==> src/dmi_pta_pkg.sv <==
package dmi_pta_pkg;

	localparam int MaxNeighbours = 32;
	localparam int PairIndexBits = 20;
	localparam int CntCap = (MaxNeighbours > 63) ? 63 : MaxNeighbours;

	localparam logic [1:0] RegEnable = 2'd0;
	localparam logic [1:0] RegCutoff = 2'd1;
	localparam logic [1:0] RegThresh = 2'd2;

	typedef struct packed {
		logic signed [23:0] rij_x;
		logic signed [23:0] rij_y;
		logic signed [23:0] rij_z;
		logic signed [23:0] rik_x;
		logic signed [23:0] rik_y;
		logic signed [23:0] rik_z;
		logic signed [31:0] dmi_ik;
		logic signed [31:0] dmi_jk;
		logic [31:0]        inv_moment;
		logic               skip_item;
		logic               self_pair;
		logic               last_k;
	} in_item_t;

	typedef struct packed {
		logic [19:0]        pair_index;
		logic signed [47:0] tensor_xy;
		logic signed [47:0] tensor_zx;
		logic signed [47:0] tensor_yz;
		logic [5:0]         mediated_count;
	} out_item_t;

	// request to the divider: start strobe, numerator and denominator
	typedef struct packed {
		logic        start;
		logic [63:0] num;
		logic [63:0] den;
	} div_req_t;

endpackage

==> src/dmi_pta_div.sv <==
// Restoring divider, one quotient bit per cycle; also serves isqrt-free divides.
module dmi_pta_div (
	input  logic                 clk,
	input  logic                 arst_n,
	input  dmi_pta_pkg::div_req_t req,
	output logic                 busy,
	output logic [63:0]          quot
);
	logic [63:0] rem_q, quo_q, den_q;
	logic [6:0]  cnt_q;
	logic [64:0] trial;

	assign trial = {rem_q[63:0], quo_q[63]} - {1'b0, den_q};
	assign busy  = (cnt_q != 7'd0);
	assign quot  = quo_q;

	always_ff @(posedge clk or negedge arst_n) begin
		if (!arst_n) begin
			cnt_q <= '0;
			rem_q <= '0;
			quo_q <= '0;
			den_q <= '0;
		end else if (req.start) begin
			cnt_q <= 7'd64;
			rem_q <= '0;
			quo_q <= req.num;
			den_q <= req.den;
		end else if (busy) begin
			cnt_q <= cnt_q - 7'd1;
			if (!trial[64]) begin
				rem_q <= trial[63:0];
				quo_q <= {quo_q[62:0], 1'b1};
			end else begin
				rem_q <= {rem_q[62:0], quo_q[63]};
				quo_q <= {quo_q[62:0], 1'b0};
			end
		end
	end
endmodule

==> config.mk <==
export PLATFORM = sky130hd
export DESIGN_NAME = dmi_pta_div
export DESIGN_NICKNAME = d
export VERILOG_FILES = /design/src/dmi_pta_pkg.sv /design/src/dmi_pta_div.sv
export SDC_FILE = /design/constraint.sdc
export NUM_CORES = 1
export LEC_CHECK = 0
export ABC_AREA = 1
export BUFFER_PORTS_ARGS = -buffer_cell sky130_fd_sc_hd__buf_2
export CAP_MARGIN = 0
export CORE_MARGIN = 8
export CORE_UTILIZATION = 50
export CTS_BUF_LIST = sky130_fd_sc_hd__clkbuf_4 sky130_fd_sc_hd__clkbuf_8
export DETAILED_ROUTE_END_ITERATION = 7
export GPL_ROUTABILITY_DRIVEN = 0
export PLACE_DENSITY = 0.75
export SYNTH_ARGS = -nofsm -noshare
export SYNTH_HDL_FRONTEND = slang
export SYNTH_SLANG_ARGS = --single-unit
==> constraint.sdc <==
create_clock -name clk -period 3.1 [get_ports clk]
set_clock_uncertainty 0.1 [all_clocks]
set_input_delay 0.155 -clock clk [delete_from_list [all_inputs] [get_ports clk]]
set_output_delay 0.155 -clock clk [all_outputs]
set_load 0.005 [all_outputs]
==> results list <==
- Outcome: completed
* Number of maximum-capacitance constraint violations: 0
- Vertical die dimension: between 150 and 200 um
* Total number of yosys warnings: 0
- Detailed placement finished with a half-perimeter wire length of roughly 33000 um.
- The detailed router put a total of approximately 19000 um of wire on met1.
* Crit Reg-Reg Startpoint: quot[63]
* Root cell of the clock tree: sky130_fd_sc_hd__clkbuf_8
- The critical path starts at quot[63].
* Remaining routing DRC violations: 0
- The number of cells on the worst reg-to-reg path is 19.
* CTS tree: built
- The worst hold path begins at req[128].
* Net count after synthesis: between 2000 and 2500
* Top routing layer in use: met4
- Pin placement for this block handled 196 I/O pins.
* Setup slack of the most critical reg-to-reg path: between 0.2 and 0.3 ns
- In this run the critical register-to-register path is captured at rem_q[29].
* Total Negative Setup Slacks: 0 ns
- Initial antenna violation count: 2
- Width of the die: approximately 190 um
- Counting the buffers created by CTS gives 17.
* Initial cell density of the core: between 50 and 60%
- Fraction of final layout cells with drive strength greater than 1: 11.12%
* #FFs+latches synth: approximately 200
* Cells on Worst Hold Path: 3
- Ranked by instance count, the synthesized netlist is headed by 924 x sky130_fd_sc_hd__nand2_1, 463 x sky130_fd_sc_hd__inv_1, 199 x sky130_fd_sc_hd__dfrtp_1, 128 x sky130_fd_sc_hd__nand3_1, 115 x sky130_fd_sc_hd__nor2_1.
- The max-slew violation count was 0.
- Worst hold endpoint: den_q[60]
- Setup Slack @ Placement: between 0.1 and 0.15 ns
* Area Overhead vs Synth: 21.57%
- Sorting the synthesized cells by area gives the leading types as sky130_fd_sc_hd__dfrtp_1 34%, sky130_fd_sc_hd__nand2_1 24%, sky130_fd_sc_hd__inv_1 12%, sky130_fd_sc_hd__ha_1 5.6%, sky130_fd_sc_hd__nand3_1 4.4%.
* Worst-margin pin slew: approximately 0.60 ns
* Number of synthesized flops with an enable pin: 0
* Global-route wire length before repair: 72800 um
- Final cell count without fillers: between 2000 and 3000
* Combined global-route utilization of all metal layers: between 20% and 30%
- Fraction of post-synthesis cell area in the top cell type by area: 34.30%
- Met2 wirelength from detailed routing: about 20000 um
- The number of different library cells used by synthesis comes to 39.
* Initial DRC Count: 1335
* FMAX: roughly 350 MHz
- Worst VDD drop: 334.5 uV
- The floorplan has just over 60 rows.
* Setup-violating endpoint count in the final report: 0
* Worst min-delay path category: in2reg
* Async set-or-reset flop fraction in the synthesized netlist: between 90% and 100%
- Final count of hold timing violations: 0
* Met3 routed WL: between 3000 and 4000 um
- For the worst-skew pair, the clock arrives at the later sink with an insertion delay of 0.50 ns.
- Using the TritonRoute via totals, the vias-per-cell ratio works out to 5.089.
- Remaining number of nets flagged by the antenna check after routing: 0
- Data on the critical path arrives at its endpoint at ~3.1 ns.
- Placeable core region: between 0.02 and 0.03 mm2
* Cells after DPL: about 2800
- For this run, the leading register cell type out of synthesis is sky130_fd_sc_hd__dfrtp_1.
* Headroom to the max-slew limit: about 60%
- Crit path launch type: flop
- CTS clk-pin slew, worst paths: ~0.13 ns
* Average wire per standard cell: ~15 um
* Sequential area share after synthesis: about 34%
- The clock passes through at most 2 buffers.
- Final wirelength: ~45000 um
- Setup repair after global routing missed its margin: yes
* Type of the worst setup path: reg2reg
* Final Cycle Share: between 90% and 100%
- Static leakage: 10.33 nW
- After routing the design area is 0.01765 mm2.
* Port bufs: just under 200
* Largest area contributor in the synthesized netlist: sky130_fd_sc_hd__dfrtp_1
- The die covers 0.03474 mm2.
- Number of levels the H-tree was split into: 4
- Fin crit period: between 2 and 3 ns
- Post-layout worst setup margin: approximately 0.26 ns
- Total cell area at the placement stage: between 0.015 and 0.02 mm2
- For this run, the post-layout net count is around 2800.
- Detailed routing inserted a total of 15149 vias.
- GR Overflow Total: 0
- Crit-path max FO: 11
- Cells fill between 60 and 70% of the core in the end.
- Netlist Area Pre-Place: approximately 0.015 mm2
- Number of clock sinks: a little under 200
- sky130_fd_sc_hd__nand2_1 is the most common cell in the netlist.
* Critical Path RT: approximately 3.4 ns
* Synthesized instance count: between 2000 and 2500
- Dividing the synthesized area by the synthesized cell count gives between 6 and 7 um2.
- Power per Cell Area: ~350 mW/mm2
* Pre-antenna DRT Iters: 6
- STA classifies the critical path endpoint as a flop.
* Vias in the first global route: 14834
* Maximum number of pins on one net before global-route repair: between 100 and 150
[layer usage]
metal	vias up	GRT usage [%]
met2	627	40.78
met4	0	10.28
met1	6884	31.13
met3	112	6.301
met5	-	0
li1	7526	-
[worst max-delay path, stage by stage (launching register included)]
cell and delay [ns]:
sky130_fd_sc_hd__dfrtp_1 0.41, sky130_fd_sc_hd__inv_1 0.08, sky130_fd_sc_hd__ha_1 0.15, sky130_fd_sc_hd__inv_1 0.07, sky130_fd_sc_hd__fa_1 0.40, sky130_fd_sc_hd__nand2_1 0.08, sky130_fd_sc_hd__nand2_1 0.09, sky130_fd_sc_hd__nand3_2 0.09
sky130_fd_sc_hd__nand2_2 0.09, sky130_fd_sc_hd__nand2_2 0.07, sky130_fd_sc_hd__nand2_2 0.06, sky130_fd_sc_hd__nand2_1 0.08, sky130_fd_sc_hd__nand2_2 0.08, sky130_fd_sc_hd__nand2_2 0.14, sky130_fd_sc_hd__nand3_4 0.16, sky130_fd_sc_hd__nand2_8 0.16
sky130_fd_sc_hd__buf_4 0.20, sky130_fd_sc_hd__nand2_1 0.09, sky130_fd_sc_hd__nand3_1 0.07, sky130_fd_sc_hd__nand2_1 0.06
[sequential cells by signal, summed over array words and instances (netlist names)]
| name | cells |
|---|---|
| den_q | 64 |
| quot | 64 |
| rem_q | 64 |
| cnt_q | 7 |
[through the flow]
stage / power (W) / hold WS, ns
global placement: 0.004293 / 0.1093
finish: 0.006158 / 0.02742
detailed placement: 0.004327 / 0.1103
CTS: 0.006165 / 0.004377
floorplan: 0.003794 / -0.2406
global route: 0.006491 / 0.01833
[where the power goes]
part	internal [W]	switching, W
clock	0.000620	0.00109
sequential	0.00281	0.000122
combinational	0.000585	0.000928
total	0.00402	0.00214
[logic make-up (layout without fill, tap and decap cells)]
family | Yosys count | in the layout | synth area share, %
buffers and inverters | 524 | 837 | 13.93
AO/OA/AOI/OAI | 225 | 225 | 9.558
AND/OR/NAND/NOR | 1232 | 1233 | 34.60
flip-flops | 199 | 199 | 34.30
other | 0 | 2 | 0
XOR/XNOR | 31 | 31 | 1.870
adder cells (fa/ha/maj) | 66 | 66 | 5.740
[area by class of cell]
type / count / area [um2]
fillers: 2628 / 10980
flip-flops and latches: 199 / 4980
clock inverters: 14 / 156.4
inverters: 464 / 1742
diodes: 2 / 5.005
repair buffers: 341 / 2502
clock buffers: 18 / 241.5
multi-input cells: 1555 / 7542
well taps: 384 / 480.5
[worst max-delay path by stage]
stage	to	slack, ns	cells past startpoint
2_1_floorplan	rem_q[54]	0.61	19
3_3_place_gp	rem_q[16]	0.26	19
3_5_place_dp	rem_q[19]	0.11	19
4_1_cts	rem_q[16]	0.13	19
5_1_grt	rem_q[27]	0.0003	19
6_report	rem_q[29]	0.26	19
[layout by cell type, fill, tap and decap left out, types with 47 or more instances in the layout]
master and count:
sky130_fd_sc_hd__ha_1 65, sky130_fd_sc_hd__nor2_1 114, sky130_fd_sc_hd__dfrtp_1 199, sky130_fd_sc_hd__buf_2 193, sky130_fd_sc_hd__inv_1 462, sky130_fd_sc_hd__o221ai_1 47, sky130_fd_sc_hd__o21ai_0 81, sky130_fd_sc_hd__dlygate4sd3_1 131
sky130_fd_sc_hd__nand2_1 924, sky130_fd_sc_hd__a21oi_1 66, sky130_fd_sc_hd__nand3_1 128
[what timing repair did]
| item | in CTS | in global routing |
|---|---|---|
| hold buffers | 131 | 0 |
| hold endpoints to repair | 197 | 0 |
| endpoints found under the setup margin | 0 | 42 |
| gates resized for setup | 0 | 2 |
| buffers inserted | 0 | 3 |
No activity file was read; power rests on OpenSTA's default activity.
